--- config.mk ---
export PLATFORM = sky130hd
export DESIGN_NAME = idr_fix
export DESIGN_NICKNAME = d
export VERILOG_FILES = /design/src/rtl/idr_pkg.sv /design/src/rtl/idr_fix.sv
export SDC_FILE = /design/constraint.sdc
export NUM_CORES = 1
export LEC_CHECK = 0
export BUFFER_PORTS_ARGS = -buffer_cell sky130_fd_sc_hd__buf_2
export CORE_MARGIN = 3
export CORE_UTILIZATION = 30
export DETAILED_ROUTE_END_ITERATION = 10
export GPL_TIMING_DRIVEN = 0
export PLACE_DENSITY_LB_ADDON = 0.3
export SETUP_SLACK_MARGIN = 0.5
export SLEW_MARGIN = 10
export SYNTH_ARGS = -nofsm -noshare
export SYNTH_HDL_FRONTEND = slang
export SYNTH_SLANG_ARGS = --single-unit
export TNS_END_PERCENT = 5
--- constraint.sdc ---
create_clock -name clk -period 4.5 [get_ports clk]
set_input_delay 0.675 -clock clk [delete_from_list [all_inputs] [get_ports clk]]
set_output_delay 0.675 -clock clk [all_outputs]
set_load 0.05 [all_outputs]
--- src/rtl/idr_pkg.sv ---
// Types and constants of the 64-bit divide/remainder unit.
// Used by every module of the unit; depends on nothing.
package idr_pkg;
  localparam int DATA_WIDTH = 64;

  typedef logic [DATA_WIDTH-1:0] word_t;

  typedef enum logic [1:0] {
    OP_DIVU = 2'd0,
    OP_REMU = 2'd1,
    OP_DIV  = 2'd2,
    OP_REM  = 2'd3
  } op_t;

  typedef struct packed {
    logic want_rem;
    logic neg_quo;
    logic neg_rem;
    logic zero_den;
  } ctl_t;

  typedef struct packed {
    ctl_t  ctl;
    word_t part;
    word_t num;
    word_t den;
    word_t quo;
  } stage_t;
endpackage

--- src/rtl/idr_fix.sv ---
// Output stage: select quotient or remainder, apply signs and zero divisor.
// Depends on idr_pkg.
module idr_fix import idr_pkg::*; (
  input  logic   clk,
  input  logic   rst,
  input  logic   advance,
  input  logic   in_valid,
  input  stage_t in_data,
  output logic   out_valid,
  output word_t  result
);
  word_t pick, res_next;
  logic  neg;

  always_comb begin
    pick = in_data.ctl.want_rem ? in_data.part : in_data.quo;
    neg = in_data.ctl.want_rem ? in_data.ctl.neg_rem : in_data.ctl.neg_quo;
    res_next = neg ? (~pick + word_t'(1)) : pick;
    if (in_data.ctl.zero_den) begin
      res_next = '0;
    end
  end

  always_ff @(posedge clk) begin
    if (rst) begin
      out_valid <= 1'b0;
    end else if (advance) begin
      out_valid <= in_valid;
    end
    if (advance) begin
      result <= res_next;
    end
  end
endmodule

==> flow_metrics.tcl <==
set metrics [dict create \
    root_buffer "clkbuf_16" \
    worstMarginPinSlew_ns 0.913 \
    dpl.cell_count 1009 \
    syn2layout_area_growth_pct 33.2 \
    cts_tree "done" \
    hold_violations 0 \
    fmax_mhz 248 \
    wl_per_cell_um 22.2 \
    rr_endpoint "out_valid" \
    slew_headroom_pct 39.1 \
    ctsHoldBuffers 0 \
    power_density_mw_per_mm2 304 \
    layout_common_cells "buf_2 (205), nor2_1 (77), edfxtp_1 (64)" \
    syn-cell-area_mm2 0.00545 \
    via_per_inst 5.58 \
    hp-class "in -> reg" \
    fin_ws_ns 0.472 \
    endpoint_kind "register" \
    ys_dominant_reg_cell "edfxtp_1" \
    fp.dieH_um 141 \
    reg2reg_setup_slack_ns 3.92 \
    die_area_mm2 0.0198 \
    leakage_nw 2.90 \
    layout.nets 1067 \
    async_flop_share_pct 0 \
    fill_cells 1791 \
    cts_htree_levels 3 \
    drt_iter0_markers 515 \
    startpoint_type "input port" \
    arrival_ns 4.21 \
    wl_mm 23.0 \
    clockBufferDepth 2 \
    dpl-instance-area_mm2 0.00681 \
    grt.met3_usage_pct 6.51 \
    pre_cts_ws_ns -0.644 \
    clkSinkCount 65 \
    met2_usage_pct 34.5 \
    insertion_delay_ns 0.34 \
    maxCapViolCount 0 \
    worstPathRequired_ns 4.69 \
    ys_warn_count 0 \
    grtUsageMet1_pct 30.4 \
    synth.distinct_cells 57 \
    min_period_ns 4.03 \
    layout.cell_area.non_filler_mm2 0.00726 \
    cp-endpoint "result[52]" \
    grt_pass1_vias 5805 \
    fin_cells 1033 \
    grt.overflow.total 0 \
    syn_area_per_cell_um2 9.35 \
    io_buffers 200 \
    ys_ff_latch 65 \
    grt_pass1_wl_mm 33.9 \
    ys_seq_area_share_pct 35.6 \
    via_count 5762 \
    skew_ns 0 \
    cp_max_fo 10 \
    finalSetupViolCount 0 \
    rows 48 \
    gp_congestion 0.958 \
    drt_pre_antenna_iters 5 \
    rr_startpoint "out_valid" \
    max_stage_delay_ns 0.45 \
    gr-max-usage-layer "met2" \
    layout_commonest_cell "buf_2" \
    crit_path_start "in_data[259]" \
    vdd_ir_drop_max_mv 0.178 \
    drc_errors 0 \
    slew_violations 0 \
    cts-buffers-inserted 9 \
    start_util_pct 31.1 \
    drive_gt1_share_pct 34.9 \
    slowest_stage "or4bb_1" \
    status "complete, no violations" \
    rsz0062_at_grt "yes" \
    synth-edff-count 64 \
    syn_nets 848 \
    ff2ff_path_depth 2 \
    syn-instance-count 583 \
    antenna_left 0 \
    path_clk_slew_ns 0.06 \
    die_w_um 141 \
    dpl.hpwl_mm 17.9 \
    core_area_mm2 0.0175 \
    tns_ns 0 \
    period_share_pct 89.5 \
    grt_max_degree 45 \
    cp_common_cell "buf_12" \
    crit_type "in -> reg" \
    ioPinCount 329 \
    grt.total_usage_pct 22.5 \
    whs_path_depth 2 \
    antenna_found_initial 4 \
    path_cells "buf_2, buf_6, buf_6, buf_12, buf_12, buf_12, buf_12, buf_12, mux2i_2, ha_2, or4bb_1, a22oi_2, nand4_1, buf_4, or4_1, and3_1, nor3_2" \
]
## registers in the layout (all words and copies together) (netlist names)
name,count
out_valid,1
result,64
## stage by stage
step / utilization, % / power (mW) / hold WS (ns)
after floorplan: - / 1.25 / 0.733
after global placement: 38.7 / 1.50 / 0.479
after detailed placement: 38.8 / 1.50 / 0.486
after CTS: 41.3 / 2.21 / 0.474
after global routing: 41.4 / 2.29 / 0.485
final: 41.4 / 2.21 / 0.484
## cells by family after synthesis
group | share of synthesized area (%)
AO/OA/AOI/OAI | 13.8
buffers and inverters | 2.68
flip-flops | 35.6
AND/OR/NAND/NOR | 26.5
XOR/XNOR | 8.03
multiplexers | 13.1
adder cells (fa/ha/maj) | 0.229
## critical path, delay by kind of cell
kind,cells,cell delay [ns]
fa+ha+maj,1,0.23
buf+inv,9,1.36
mux,1,0.23
simple gates,5,1.40
compound gates,1,0.30
## where the power goes
part / internal (mW) / switching [mW] / total, mW
registers: 0.742 / 0.0164 / 0.758
clock network: 0.426 / 0.278 / 0.703
logic: 0.235 / 0.509 / 0.744
total: 1.40 / 0.803 / 2.21
## worst min path at each step
stage          startpoint         to  slack (ns)
6_report              rst  out_valid        0.48
5_1_grt               rst  out_valid        0.48
4_1_cts               rst  out_valid        0.47
3_5_place_dp    out_valid  out_valid        0.49
3_3_place_gp    out_valid  out_valid        0.48
2_1_floorplan   out_valid  out_valid        0.73
## area by class of cell
type	instances	area, um2	area share (%)
well taps	225	282	3.88
flip-flops and latches	65	1940	26.7
multi-input cells	484	3440	47.4
repair buffers	208	1080	14.8
clock inverters	6	60.1	0.827
diodes	1	2.50	0.0345
plain buffers	34	231	3.19
clock buffers	10	229	3.15
## cells in the mapped netlist (11+ instances only)
| library cell | n | area, um2 |
|---|---|---|
| a21oi_1 | 22 | 110 |
| or3b_2 | 15 | 131 |
| o31ai_1 | 12 | 90.1 |
| or3_1 | 22 | 138 |
| nor2_1 | 77 | 289 |
| nand3_1 | 11 | 55.1 |
| nor3_1 | 31 | 155 |
| edfxtp_1 | 64 | 1920 |
| o21ai_0 | 17 | 85.1 |
| nor3b_1 | 12 | 90.1 |
| clkbuf_1 | 19 | 71.3 |
| mux2i_1 | 61 | 611 |
| buf_2 | 12 | 60.1 |
| xnor2_1 | 37 | 324 |
| nand2_1 | 25 | 93.8 |
| xor2_1 | 13 | 114 |
## metal layers
layer	vias to the layer above	share of wire, %
met5	-	0.21
met4	8	2.5
met3	45	12
met2	342	44
met1	2667	42
li1	2700	-
## repair_timing
item / CTS / global route
setup endpoints to repair: 23 / 14
pin swaps: 5 / 1
hold endpoints to repair: 0 / 0
setup buffers: 7 / 0
resized for setup: 18 / 3
(Power assumes the default switching activity.)
