## src/rtl/idr_pkg.sv

```systemverilog
// Types and constants of the 64-bit divide/remainder unit.
// Used by every module of the unit; depends on nothing.
package idr_pkg;
  localparam int DATA_WIDTH = 64;

  typedef logic [DATA_WIDTH-1:0] word_t;

  typedef enum logic [1:0] {
    OP_DIVU = 2'd0,
    OP_REMU = 2'd1,
    OP_DIV  = 2'd2,
    OP_REM  = 2'd3
  } op_t;

  typedef struct packed {
    logic want_rem;
    logic neg_quo;
    logic neg_rem;
    logic zero_den;
  } ctl_t;

  typedef struct packed {
    ctl_t  ctl;
    word_t part;
    word_t num;
    word_t den;
    word_t quo;
  } stage_t;
endpackage

```

## src/rtl/idr_step.sv

```systemverilog
// One restoring shift-subtract stage: takes the top dividend bit, shifts in one quotient bit.
// Depends on idr_pkg.
module idr_step import idr_pkg::*; (
  input  logic   clk,
  input  logic   rst,
  input  logic   advance,
  input  logic   in_valid,
  input  stage_t in_data,
  output logic   out_valid,
  output stage_t out_data
);
  logic [DATA_WIDTH:0] shifted, diff;
  stage_t data_next;

  always_comb begin
    shifted = {in_data.part, in_data.num[DATA_WIDTH-1]};
    diff = shifted - {1'b0, in_data.den};
    data_next = in_data;
    data_next.num = {in_data.num[DATA_WIDTH-2:0], 1'b0};
    if (!diff[DATA_WIDTH]) begin
      data_next.part = diff[DATA_WIDTH-1:0];
      data_next.quo = {in_data.quo[DATA_WIDTH-2:0], 1'b1};
    end else begin
      data_next.part = shifted[DATA_WIDTH-1:0];
      data_next.quo = {in_data.quo[DATA_WIDTH-2:0], 1'b0};
    end
  end

  always_ff @(posedge clk) begin
    if (rst) begin
      out_valid <= 1'b0;
    end else if (advance) begin
      out_valid <= in_valid;
    end
    if (advance) begin
      out_data <= data_next;
    end
  end
endmodule

```

## config.mk

```make
export PLATFORM = sky130hd
export DESIGN_NAME = idr_step
export DESIGN_NICKNAME = d
export VERILOG_FILES = /design/src/rtl/idr_pkg.sv /design/src/rtl/idr_step.sv
export SDC_FILE = /design/constraint.sdc
export NUM_CORES = 1
export LEC_CHECK = 0
export CORE_AREA = 3 3 201 203
export DETAILED_ROUTE_END_ITERATION = 12
export DIE_AREA = 0 0 204 206
export DONT_BUFFER_PORTS = 1
export HOLD_SLACK_MARGIN = 0.02
export PLACE_DENSITY = 0.54
export SYNTH_ARGS = -nofsm -noshare
export SYNTH_HDL_FRONTEND = slang
export SYNTH_SLANG_ARGS = --single-unit
```

## constraint.sdc

```tcl
create_clock -name clk -period 4.06 [get_ports clk]
set_input_delay 1.218 -clock clk [delete_from_list [all_inputs] [get_ports clk]]
set_output_delay 1.218 -clock clk [all_outputs]
set_load 0.005 [all_outputs]
```

==> reports/qor.txt <==
Fillers: 3654
Fin area: 15600 um2
Reg power frac: 0.488
Tot GR Track Use: 0.183
Worst Skew: 0 ns
Initial DRT Pass Iterations: 5
GR Overflow Total: 0
CP startpoint kind: input pin
Top cell type by total area after synthesis: edfxtp_1
Clock Power Share: 0.347
Syn nets: 1332
Critical path's slowest cell: or4_4
Placed inst area: 14700 um2
EDFF count, synth: 259
Arrival time at the worst endpoint: 4.15 ns
Total CTS buffers: 27
Simple-Gate Fraction of Synth Area: 0.0756
Area share of the largest cell type after synthesis: 0.603
Crit-path max FO: 4
WL final: 41200 um
Dpl hpwl: 32600 um
Drt wl/cell: 24.5 um
H-Tree Depth: 1
Compound-cell area share of the yosys netlist: 0.123
RD Place Congestion: 0.877
Most used cell, CP: a21oi_1
Post-synth ARST share: 0
CTS tree: done
Setup TNS: 0 ns
Core box area: 38600 um2
Starting Density: 0.334
CTS resizes: 0
Synthesized area: 12900 um2
Int Pwr: 5.33 mW
Final critical-path share of the clock period: 0.948
Pre-CTS setup slack: -0.387 ns
P_sw: 1.87 mW
Post-layout util: 0.403
Xor/xnor cell area share of the yosys netlist: 0.0387
Io pins: 525
RSZ-0062 raised after global routing: no
DRT antenna net count: 0
Largest net degree at the start of global routing: 261
Seq/Total Area, Yosys: 0.604
Mux contribution to synthesized area: 0.0557
Worst-margin pin slew: 0.795 ns
Die H: 206 um
CP Class: input pin to flop
CTS max path bufs: 3
Max cap viols: 0
Post-synthesis area per instance: 12.9 um2
Logic pwr share: 0.164
Top_reg_cell synth: edfxtp_1
Latest clock arrival within the worst-skew pair: 0.55 ns
Post-CTS setup buffers: 0
Count of different cell masters after synthesis: 77
CTS hold repair buffers: 0
Switching Fraction: 0.260
First-pass GRT wire length: 57200 um
Slew HR: 0.470
Tmin final: 3.85 ns
Ys Warns: 0
Crit-path max cell delay: 0.57 ns
Buf/Inv on CP: 1
Max Freq: 0.260 GHz
IO buf count: 0
Antenna fix cells: 0
CP delay by family, top: compound AO/OA/AOI/OAI gates
Crit path cell chain: inv_1 > ha_1 > a21oi_1 > a21oi_1 > o211a_1 > or4_4 > a311o_1 > a211o_1 > a31oi_1 > xnor2_1 > mux2_4
Hold Vio Cnt, Final: 0
Clock sink total: 260
Hold WC Path Type: flop to flop
Worst VDD drop: 0.270 mV
Overall die area: 42000 um2
Layout net count: 1468
Setup violations, final: 0
Worst setup margin: 0.211 ns
Area Growth Syn to Fin: 20.7%
Clk slew on worst S/H paths: 0.07 ns
Status: finished clean
CP Capture Type: flop
Initial antenna violation count: 5
Initial DRC Count: 429
Post-synthesis adder-cell area fraction: 0.0636
CP required: 4.36 ns
Synth Instances: 1003
Number of global-route vias before repair: 8607
Die X: 204 um
Synthesized flop and latch total: 260
Row Count: 72
Share of cells above drive strength 1: 0.199
Clock root cell: clkbuf_16
Number of vias per cell: 5.17
Leak Pwr: 6.14 nW
Area contributors post-synth: edfxtp_1, ha_1, mux2_1
Largest family of logic cells by synthesized area: compound AO/OA/AOI/OAI gates
Detailed-route via count: 8666
Drt drc: 0
Final slew viol count: 0
Pwr dens: 462 nW/um2
==> sequential cells by signal, summed over array words and instances (netlist names) <==
signal and count:
out_valid 1, out_data 259
==> worst min-delay path, cell delays in order, from the launching register on <==
cell     delay, ns
dfxtp_1       0.33
mux2i_1       0.12
nor2_1        0.05
==> synthesized netlist by cell type (3+ instances only) <==
library cell / number
edfxtp_1: 259
inv_1: 85
a21oi_1: 76
ha_1: 64
nand2_1: 62
mux2_1: 54
nor2_1: 41
xnor2_1: 34
a21o_1: 32
clkbuf_1: 24
o21ai_0: 23
xor2_1: 23
nand4_1: 20
o21ai_1: 15
o21bai_1: 15
nand3_1: 10
nor2b_1: 10
nand2b_1: 9
nor3_1: 9
o21a_1: 8
a31oi_1: 7
and3_1: 7
mux2i_1: 7
a211oi_1: 6
buf_6: 6
a211o_1: 5
a21boi_0: 5
o31ai_1: 5
or3_1: 5
o211ai_1: 4
or2_1: 4
a311o_1: 3
a311oi_1: 3
and4_1: 3
o2111ai_1: 3
o22ai_1: 3
o41ai_1: 3
==> power by group through the flow <==
stage	clock network [mW]	logic (mW)	registers (mW)
CTS	2.57	1.19	3.53
finish	2.50	1.18	3.51
floorplan	0	0.803	3.46
detailed placement	0	1.18	3.58
global route	2.69	1.31	3.54
global placement	0	1.17	3.59
==> final timing paths <==
path	slack, ns	from	cells after the start	endpoint
max reg2reg	3.46	out_valid	2	out_valid
min reg2reg	0.54	out_valid	2	out_valid
max	0.21	in_data[66]	11	out_data[247]
min	0.54	out_valid	2	out_valid
==> cell families (layout without fill, tap and decap cells) <==
kind of cell,after synthesis,in the layout
flops,260,260
compound gates,240,240
simple gates,196,196
buf+inv,120,276
fa+ha+maj,65,65
mux,64,64
xor+xnor,57,57
other cells,1,1
==> cell type report <==
| type | count | area, um2 | area share |
|---|---|---|---|
| sequential | 260 | 7800 | 0.501 |
| multi-input combinational | 623 | 4810 | 0.309 |
| timing repair buffer | 141 | 1100 | 0.0704 |
| clock buffer | 29 | 683 | 0.0439 |
| tap | 518 | 648 | 0.0416 |
| inverter | 86 | 340 | 0.0219 |
| clock inverter | 20 | 203 | 0.0130 |
==> cell usage in the layout (no fill, tap or decap), types with 4 or more instances in the layout <==
cell type / Yosys / final
edfxtp_1: 259 / 259
buf_4: 1 / 138
inv_1: 85 / 83
a21oi_1: 76 / 75
nand2_1: 62 / 62
ha_1: 64 / 54
nor2_1: 41 / 41
mux2_1: 54 / 41
xnor2_1: 34 / 34
a21o_1: 32 / 32
clkbuf_16: 0 / 27
o21ai_0: 23 / 23
xor2_1: 23 / 23
nand4_1: 20 / 20
o21bai_1: 15 / 15
mux2_4: 2 / 15
o21ai_1: 15 / 13
nand3_1: 10 / 10
nor2b_1: 10 / 10
ha_4: 0 / 10
nor3_1: 9 / 9
nand2b_1: 9 / 9
o21a_1: 8 / 8
a31oi_1: 7 / 7
mux2i_1: 7 / 7
a211oi_1: 6 / 6
and3_1: 7 / 5
or3_1: 5 / 5
a211o_1: 5 / 5
o31ai_1: 5 / 5
a21boi_0: 5 / 5
clkinv_2: 0 / 5
o211ai_1: 4 / 4
or2_1: 4 / 4
clkinv_1: 0 / 4
==> routing by layer <==
layer / global-route usage / wire length [um] / up-vias
li1: - / - / 4025
met1: 0.205 / 15100 / 4176
met2: 0.319 / 20500 / 390
met3: 0.0773 / 4460 / 65
met4: 0.0551 / 1070 / 10
met5: 0 / 70 / -
==> stage by stage <==
| step | hold WS [ns] | power, mW | instances |
|---|---|---|---|
| floorplan | 0.485 | 4.26 | 1003 |
| global placement | 0.512 | 4.75 | 1628 |
| detailed placement | 0.529 | 4.76 | 1628 |
| CTS | 0.540 | 7.29 | 1677 |
| global route | 0.585 | 7.53 | 1677 |
| finish | 0.535 | 7.20 | 1677 |
No activity file was read; power rests on OpenSTA's default activity.
