## config.mk

```make
export PLATFORM = sky130hd
export DESIGN_NAME = idr_prep
export DESIGN_NICKNAME = d
export VERILOG_FILES = /design/src/rtl/idr_pkg.sv /design/src/rtl/idr_prep.sv
export SDC_FILE = /design/constraint.sdc
export NUM_CORES = 1
export LEC_CHECK = 0
export BUFFER_PORTS_ARGS = -buffer_cell sky130_fd_sc_hd__buf_2
export CORE_AREA = 2 2 154 156
export CTS_CLUSTER_SIZE = 30
export DETAILED_ROUTE_END_ITERATION = 16
export DIE_AREA = 0 0 156 158
export PLACE_DENSITY = 0.63
export SYNTH_ARGS = -nofsm -noshare
export SYNTH_HDL_FRONTEND = slang
export SYNTH_SLANG_ARGS = --single-unit
export TNS_END_PERCENT = 30
```

## constraint.sdc

```tcl
create_clock -name clk -period 3.1 [get_ports clk]
set_input_delay 0.62 -clock clk [delete_from_list [all_inputs] [get_ports clk]]
set_output_delay 0.62 -clock clk [all_outputs]
set_load 0.03 [all_outputs]
```

## src/rtl/idr_pkg.sv

```systemverilog
// Types and constants of the 64-bit divide/remainder unit.
// Used by every module of the unit; depends on nothing.
package idr_pkg;
  localparam int DATA_WIDTH = 64;

  typedef logic [DATA_WIDTH-1:0] word_t;

  typedef enum logic [1:0] {
    OP_DIVU = 2'd0,
    OP_REMU = 2'd1,
    OP_DIV  = 2'd2,
    OP_REM  = 2'd3
  } op_t;

  typedef struct packed {
    logic want_rem;
    logic neg_quo;
    logic neg_rem;
    logic zero_den;
  } ctl_t;

  typedef struct packed {
    ctl_t  ctl;
    word_t part;
    word_t num;
    word_t den;
    word_t quo;
  } stage_t;
endpackage

```

## src/rtl/idr_prep.sv

```systemverilog
// Input stage: reduce signed operands to magnitudes and record sign fixes.
// Depends on idr_pkg.
module idr_prep import idr_pkg::*; (
  input  logic   clk,
  input  logic   rst,
  input  logic   advance,
  input  logic   in_valid,
  input  logic [1:0] operation,
  input  word_t  dividend,
  input  word_t  divisor,
  output logic   out_valid,
  output stage_t out_data
);
  logic signed_op, num_neg, den_neg;
  stage_t data_next;

  always_comb begin
    signed_op = operation[1];
    num_neg = signed_op & dividend[DATA_WIDTH-1];
    den_neg = signed_op & divisor[DATA_WIDTH-1];
    data_next.ctl.want_rem = operation[0];
    data_next.ctl.neg_quo = num_neg ^ den_neg;
    data_next.ctl.neg_rem = num_neg;
    data_next.ctl.zero_den = (divisor == '0);
    data_next.part = '0;
    data_next.quo = '0;
    data_next.num = num_neg ? (~dividend + word_t'(1)) : dividend;
    data_next.den = den_neg ? (~divisor + word_t'(1)) : divisor;
  end

  always_ff @(posedge clk) begin
    if (rst) begin
      out_valid <= 1'b0;
    end else if (advance) begin
      out_valid <= in_valid;
    end
    if (advance) begin
      out_data <= data_next;
    end
  end
endmodule

```

==> out/qor.yml, run 1 <==
cts:
  clockBufferDepth: 2
  cts_sinks: 133
  clk_latency_ns: 0.41
  cts.clk_slew.worst_paths_ns: 0.06
  post-cts-setup-buffers: 0
  cts-resized-gates: 0
  cts_hold_buf: 0
  cts_buffers: 17
  h-tree-depth: 4
  root_buffer: "clkbuf_16"
  cts_tree: "done"
finish:
  final_cell_mix: "buf_2 (265), edfxtp_1 (132), conb_1 (128), xor2_1 (87), nor2_1 (63)"
  layout-drive-gt1-share_pct: 32.7
  final_common_cell: "buf_2"
  area_growth_pct: 25.2
  num-nets-final: 1167
timing:
  worst_pin_slew_ns: 0.678
  whs_ns: 0.357
  finalWorstSetupSlack_ns: 0.413
  clock_skew_ns: 0
  rsz0062_at_grt: "false"
  fin_crit_sh_pct: 86.7
  tns_ns: 0
  slew_headroom_pct: 54.6
  drv_slew: 0
  setup_violations: 0
  final.min_clock_period_ns: 2.69
  finalHoldViolations: 0
  max_freq_ghz: 0.372
route:
  viasPerCell: 4.75
  vias: 6352
  wirelength_um: 22200
  drc: 0
  ant_nets: 0
  dr.first_iter.drc_count: 330
  detail_route.wl_per_cell_um: 16.6
  drt-pass1-iter-count: 5
worst_setup_path:
  crit_start: "dividend[6]"
  cp_data_arrival_time_ns: 2.83
  reg2reg_from: "out_valid$_SDFFE_PP0P_"
  crit_path_end_kind: "flop"
  cp.required_ns: 3.25
  start_kind: "input pin"
  worstSetupPathType: "input pin to flop"
  crit_fanout: 7
global_routing:
  grt_pass1_vias: 5971
  grt_max_degree: 48
  grt_first_pass_wirelength_um: 32200
  grt_usage_pct: 17.2
  antenna_found_initial: 2
  overflow: 0
synthesis:
  syn_area_um2: 7920
  syn-mean-instance-area_um2: 10.8
  synth_seq_cells: 133
  yosys_warnings: 0
  synthCells: 732
  yosys.area.top_type_share_pct: 50.1
  yosys.cell_types.count: 42
  synthTopCellsByArea: "edfxtp_1 (50%), buf_4 (12%), xor2_1 (9.6%)"
  synth-seq-area-share_pct: 50.3
  synth_top_area_cell: "edfxtp_1"
hold_path:
  hold_class: "input pin to flop"
  hold_start: "rst"
floorplan:
  num_rows: 56
  start_util_pct: 34.3
  fp.coreArea_um2: 23100
  die_area_um2: 24600
  die_w_um: 156
  pin_count: 395
  dieHeight_um: 158
placement:
  globalplace.congestion: 0.825
  dp_hpwl_um: 17500
  place_ws_ns: 0.0142
  port_buffers: 266
power_and_ir_drop:
  p_per_area_nw_per_um2: 560
  power.leakage_uw: 0.00434
  peakVddDrop_mv: 0.300
run_status:
  outcome: "finished clean"
flow_run:
  cap_violations: 0
registers in the layout, indices dropped and copies added (netlist names):
| register | flops |
|---|---|
| out_valid | 1 |
| out_data | 132 |
routing by layer:
layer  GRT usage (%)  up-vias  share of wire [%]
li1                -     2994                  -
met1            19.4     2993                 39
met2            30.4      327                 50
met3            4.27       38                8.4
met4            8.69        0                3.3
met5               0        -                  0
per-stage QoR:
| step | area, µm² | total power, µW | utilization (%) | instances |
|---|---|---|---|---|
| 2_1_floorplan | 8390 | 3220 | - | 859 |
| 5_1_grt | 9910 | 5780 | 43.0 | 1336 |
| 4_1_cts | 9910 | 5610 | 43.0 | 1334 |
| 3_3_place_gp | 9310 | 3530 | 40.4 | 1302 |
| 3_5_place_dp | 9310 | 3540 | 40.4 | 1302 |
| 6_report | 9910 | 5550 | 43.0 | 1336 |
cells in the mapped netlist:
master / number
or4_4: 1
nor3_1: 36
clkbuf_1: 13
a41oi_1: 9
ha_1: 2
nand4b_1: 2
nand3_1: 8
and3_1: 3
o41ai_1: 2
or3b_2: 1
inv_1: 21
nand4_1: 8
mux2i_1: 1
o21ai_0: 8
conb_1: 1
or2_2: 3
nor2b_1: 1
nor3b_1: 1
nor4_2: 1
nor2_1: 63
or3_1: 5
nand2_1: 19
nand3b_1: 1
nor3_4: 1
nor4_4: 2
buf_6: 1
nand2b_1: 4
nor4_1: 29
xnor2_1: 36
or4_1: 7
a21boi_0: 1
o31ai_1: 9
dfxtp_1: 1
nor3_2: 1
a21boi_1: 1
a21oi_1: 49
a31oi_1: 28
xor2_1: 87
buf_4: 129
edfxtp_1: 132
buf_1: 1
and2_1: 3
path summary, 6_finish.rpt:
check	to	slack, ns	cells after the start
max reg2reg	out_valid$_SDFFE_PP0P_	2.53	2
min	out_valid$_SDFFE_PP0P_	0.36	2
min reg2reg	out_valid$_SDFFE_PP0P_	0.49	2
max	out_data[182]$_DFFE_PP_	0.41	7
report_power, final:
part	internal, µW	switching [µW]	total (µW)	leakage (µW)
clock network	1210	840	2050	0.000281
logic	311	934	1250	0.00276
registers	2210	50.7	2260	0.00130
total	3720	1830	5550	0.00434
cell type report:
class                           count  area [µm²]
Antenna cell                        2        5.00
Clock buffer                       17         425
Clock inverter                     15         170
Fill cell                        2247       13100
Inverter                           21        78.8
Multi-Input combinational cell    561        3300
Sequential cell                   133        3980
Tap cell                          290         363
Timing Repair Buffer              297        1580
cell families after synthesis:
group / Yosys count / share of synthesized area, %
muxes: 1 / 0.126
xor gates and xnor gates: 123 / 13.6
DFF: 133 / 50.3
AOI/OAI and AO/OA: 107 / 8.08
adders and majority gates: 2 / 0.316
and+or+nand+nor: 200 / 13.5
other: 1 / 0.0474
buffers and inverters: 165 / 14.0
critical path, cell delays in order:
cell and delay (ns):
buf_2 0.12, or4_4 0.57, or4_1 0.52, buf_4 0.20, nor4_4 0.46, a21oi_1 0.16, xor2_1 0.18
(Power assumes the default switching activity.)
==> inputs of run 2 (changes only) <==
Clock period 3.1 ns to 3.5 ns, I/O delays scaled along.
==> out/qor.yml, run 2 (synthesis gave the netlist of run 1 again) <==
timing:
  fin_crit_sh_pct: 78.7
  setup_violations: 0  # unchanged
  worst_pin_slew_ns: 0.730  # +0.0520 ns
  final.min_clock_period_ns: 2.76
  drv_slew: 0  # unchanged
  clock_skew_ns: 0  # unchanged
  tns_ns: 0  # unchanged
  rsz0062_at_grt: "false"
  finalHoldViolations: 0  # unchanged
  slew_headroom_pct: 51.2  # -3.5 points
  max_freq_ghz: 0.363
floorplan:
  fp.coreArea_um2: 23100  # unchanged
  die_w_um: 156  # unchanged
  die_area_um2: 24600  # unchanged
  num_rows: 56  # unchanged
  dieHeight_um: 158  # unchanged
  pin_count: 395  # unchanged
  start_util_pct: 34.3  # unchanged
power_and_ir_drop:
  peakVddDrop_mv: 0.274  # -8.6%
  p_per_area_nw_per_um2: 493  # -12%
  power.leakage_uw: 0.00430  # -0.89%
  finalPower_uw: 4860  # -12%
global_routing:
  grt_first_pass_wirelength_um: 31700  # -1.7%
  grt_usage_pct: 17.1  # -0.16 points
  antenna_found_initial: 1  # -1
  grt_max_degree: 55  # +15%
  grt_pass1_vias: 5845  # -2.1%
  overflow: 0  # unchanged
worst_setup_path:
  r2r_slack_ns: 2.93  # +0.40 ns
  crit_path_end_kind: "flop"
  reg2reg_from: "out_valid$_SDFFE_PP0P_"
  cp_data_arrival_time_ns: 2.91  # +0.08 ns
  r2r_end: "out_valid$_SDFFE_PP0P_"
  worstSetupPathType: "input pin to flop"
  rr_worst_depth: 2  # unchanged
  crit_fanout: 7  # unchanged
  start_kind: "input pin"
  cp.required_ns: 3.65  # +0.40 ns
cts:
  cts_hold_buf: 0  # unchanged
  cts_buffers: 17  # unchanged
  cts-resized-gates: 0  # unchanged
  cts_sinks: 133  # unchanged
  clockBufferDepth: 2  # unchanged
  cts.clk_slew.worst_paths_ns: 0.06  # about the same
  cts_tree: "done"
  post-cts-setup-buffers: 0  # unchanged
  clk_latency_ns: 0.41  # about the same
  h-tree-depth: 4  # unchanged
  root_buffer: "clkbuf_16"
hold_path:
  hold_end: "out_valid$_SDFFE_PP0P_"
  hold_class: "input pin to flop"
  hold_start: "rst"
  hold_path_depth: 2  # unchanged
run_status:
  outcome: "finished clean"
finish:
  fill_cells: 2247  # unchanged
  area_growth_pct: 24.6
  num-nets-final: 1162  # -0.43%
  layout-drive-gt1-share_pct: 32.1  # -0.52 points
  reg_top3: "out_data x132, out_valid x1"
  final_cell_mix: "buf_2 (265), edfxtp_1 (132), conb_1 (128), xor2_1 (87), nor2_1 (63)"
  regMostFlops: "out_data"
  largest_reg_flops: 132  # unchanged
  final_common_cell: "buf_2"
route:
  ant_nets: 0  # unchanged
  detail_route.wl_per_cell_um: 16.6  # about the same
  drc: 0  # unchanged
  dr.first_iter.drc_count: 319  # -3.3%
  drt-pass1-iter-count: 5  # unchanged
  wirelength_um: 22100  # -0.30%
  viasPerCell: 4.74  # -0.38%
  vias: 6309  # -0.68%
flow_run:
  cap_violations: 0  # unchanged
placement:
  globalplace.congestion: 0.843  # +2.2%
  port_buffers: 266  # unchanged
  dp_hpwl_um: 17300  # -0.99%
## run 2: cell count changes in the layout (fill, tap and decap cells not counted)
cell and delta:
clkinvlp_4 +1, diode_2 +1, clkinv_1 +1, clkbuf_1 +1, inv_8 -2, clkinv_4 -1, buf_4 -5
## run 2: cell type report
| class | count | area [µm²] | area share, % |
|---|---|---|---|
| sequential | 133 | 3980 | 40.4 |
| multi-input combinational | 561 | 3300 | 33.5 |
| timing repair buffer | 292 | 1550 | 15.7 |
| clock buffer | 18 | 429 | 4.35 |
| tap | 290 | 363 | 3.68 |
| clock inverter | 14 | 150 | 1.52 |
| inverter | 21 | 78.8 | 0.799 |
| antenna | 3 | 7.51 | 0.0761 |
## run 2: worst max-delay path by stage
stage / startpoint / endpoint / slack [ns] / cells past startpoint
floorplan: dividend[6] / out_data[186]$_DFFE_PP_ / 0.67 / 6
global placement: dividend[6] / out_data[174]$_DFFE_PP_ / 0.32 / 7
detailed placement: dividend[6] / out_data[186]$_DFFE_PP_ / 0.32 / 7
CTS: dividend[6] / out_data[186]$_DFFE_PP_ / 0.76 / 7
global route: dividend[6] / out_data[186]$_DFFE_PP_ / 0.65 / 7
finish: dividend[6] / out_data[186]$_DFFE_PP_ / 0.74 / 7
## run 2: power by group
group	switching, µW	internal, µW	total (µW)	leakage [µW]
registers	43.9	1950	2000	0.00130
logic	824	273	1100	0.00274
clock network	713	1050	1770	0.000267
total	1580	3280	4860	0.00430
## run 2: metrics by stage
step                utilization [%]  std cells  worst slack (ns)  cell area, µm²  hold WS, ns
floorplan                         -        859             0.674            8390        0.630
global placement               40.2       1297             0.321            9270        0.473
detailed placement             40.2       1297             0.316            9270        0.486
CTS                            42.7       1329             0.755            9850        0.411
global route                   42.7       1330             0.654            9850        0.419
finish                         42.8       1332             0.744            9860        0.433
## run 2: worst max-delay path, stage by stage
cell	delay [ns]
buf_2	0.12
or4_4	0.57
or4_1	0.52
buf_4	0.20
nor4_4	0.47
a31oi_1	0.16
xor2_1	0.17
## run 2: routing by layer
layer	vias to the layer above	track usage (%)	wire, µm
met5	-	0	0
met4	0	7.12	544
met3	33	4.65	2120
met2	333	30.6	11100
met1	2958	19.2	8360
li1	2985	-	-
==> inputs of run 3 (changes only) <==
Clock period 3.5 ns to 2.8 ns, I/O delays scaled along.
==> out/qor.yml, run 3 (synthesis gave the netlist of run 1 again) <==
run_status:
  outcome: "finished clean"
global_routing:
  grt_first_pass_wirelength_um: 32000  # +0.89%
  gr-usage-met2_pct: 30.5  # -0.084 points
  grt_pass1_vias: 5706  # -2.4%
  grt_usage_pct: 17.2  # +0.095 points
  antenna_found_initial: 2  # +1
  grt_max_degree: 51  # -7.3%
  met3_usage_pct: 4.13  # -0.52 points
  grt.busiest_layer: "met2"
  overflow: 0  # unchanged
  grt_util_met1_pct: 20.5  # +1.3 points
power_and_ir_drop:
  peakVddDrop_mv: 0.338  # +23%
  finalPower_uw: 6340  # +30%
  power.leakage_uw: 0.00446  # +3.7%
  p_per_area_nw_per_um2: 627  # +27%
placement:
  globalplace.congestion: 0.852  # +1.1%
  placed_area_um2: 9470  # +2.1%
  dp_hpwl_um: 17300  # about the same
  port_buffers: 266  # unchanged
cts:
  clk_latency_ns: 0.41  # about the same
  clockBufferDepth: 2  # unchanged
  cts-resized-gates: 0  # unchanged
  cts_sinks: 133  # unchanged
  cts_tree: "done"
  h-tree-depth: 4  # unchanged
  cts_hold_buf: 0  # unchanged
  cts.clk_slew.worst_paths_ns: 0.06  # about the same
  post-cts-setup-buffers: 0  # unchanged
  cts_buffers: 17  # unchanged
  root_buffer: "clkbuf_16"
finish:
  regArea_um2: 3980  # unchanged
  largest_reg_flops: 132  # unchanged
  fill_cells: 2230  # -0.76%
  regMostFlops: "out_data"
  final_area_um2: 10100  # +2.6%
  area_growth_pct: 27.8
  num-nets-final: 1185  # +2.0%
  utilization_pct: 43.9  # +1.1 points
  multi_input_area_um2: 3300  # unchanged
  final_cell_mix: "buf_2 (265), edfxtp_1 (132), conb_1 (128), xor2_1 (87), nor2_1 (63)"
  final_common_cell: "buf_2"
  layout-drive-gt1-share_pct: 33.8  # +1.7 points
  reg_top3: "out_data x132, out_valid x1"
timing:
  setup_violations: 0  # unchanged
  clock_skew_ns: 0  # unchanged
  drv_slew: 0  # unchanged
  finalHoldViolations: 0  # unchanged
  worst_pin_slew_ns: 0.673  # -0.0568 ns
  fin_crit_sh_pct: 90.9
  final.min_clock_period_ns: 2.55
  slew_headroom_pct: 55.0  # +3.8 points
  rsz0062_at_grt: "false"
  max_freq_ghz: 0.393
worst_setup_path:
  path_cells: "buf_2, or4_4, or4_1, buf_4, nor4_4, a31oi_1, xor2_1"
  crit_path_end_kind: "flop"
  crit_fanout: 7  # unchanged
  critPathSlowestCell: "or4_4"
  worst-path-buf-inv: 2  # unchanged
  worstSetupPathType: "input pin to flop"
  cp_data_arrival_time_ns: 2.70  # -0.21 ns
  max_stage_delay_ns: 0.55  # -0.02 ns
  start_kind: "input pin"
  cp.required_ns: 2.95  # -0.70 ns
  critPathTopFamily: "simple AND/OR/NAND/NOR gates"
route:
  drt-pass1-iter-count: 5  # unchanged
  dr.first_iter.drc_count: 353  # +11%
  drc: 0  # unchanged
  detail_route.wl_per_cell_um: 16.4  # -1.4%
  viasPerCell: 4.69  # -0.98%
  vias: 6355  # +0.73%
  ant_nets: 0  # unchanged
  wirelength_um: 22200  # +0.35%
floorplan:
  fp.coreArea_um2: 23100  # unchanged
  num_rows: 56  # unchanged
  die_area_um2: 24600  # unchanged
  dieHeight_um: 158  # unchanged
  die_w_um: 156  # unchanged
  pin_count: 395  # unchanged
  start_util_pct: 34.3  # unchanged
hold_path:
  hold_class: "input pin to flop"
flow_run:
  cap_violations: 0  # unchanged
==> run 3: changes by cell type in the layout (fill, tap and decap cells not counted), moves of 2 or more <==
cell / delta
clkinvlp_4: -2
bufinv_16: +2
buf_12: +2
inv_6: +3
buf_4: +21
==> run 3: through the flow <==
step                setup TNS (ns)  setup slack [ns]  std cells  hold WS, ns
global placement             -1.49            -0.136       1320        0.472
global route                     0             0.172       1354        0.281
floorplan                        0             0.114        859        0.630
finish                           0             0.254       1355        0.300
CTS                              0             0.283       1352        0.274
detailed placement           -1.58            -0.146       1320        0.491
==> run 3: path summary, 6_finish.rpt <==
check | start | endpoint | slack, ns | depth (start not counted)
setup / recovery | dividend[6] | out_data[189]$_DFFE_PP_ | 0.25 | 7
hold / removal | rst | out_valid$_SDFFE_PP0P_ | 0.30 | 2
setup reg to reg | out_valid$_SDFFE_PP0P_ | out_valid$_SDFFE_PP0P_ | 2.23 | 2
hold reg to reg | out_valid$_SDFFE_PP0P_ | out_valid$_SDFFE_PP0P_ | 0.50 | 2
==> run 3: power breakdown <==
group	total, µW	switching [µW]	internal, µW
Combinational	1380	1030	354
Clock	2460	944	1520
Sequential	2500	56.5	2440
Total	6340	2030	4310
==> run 3: cell type report <==
type                            count  share of cell area, %
Antenna cell                        3                 0.0742
Clock buffer                       17                   4.20
Clock inverter                     15                   2.13
Inverter                           21                  0.779
Multi-Input combinational cell    561                   32.6
Sequential cell                   133                   39.4
Tap cell                          290                   3.59
Timing Repair Buffer              315                   17.2
==> run 3: layer usage <==
metal / part of all wire (%) / wire (µm)
met5: 0 / 0
met2: 51 / 11200
met3: 8.3 / 1840
met4: 1.8 / 389
met1: 39 / 8750
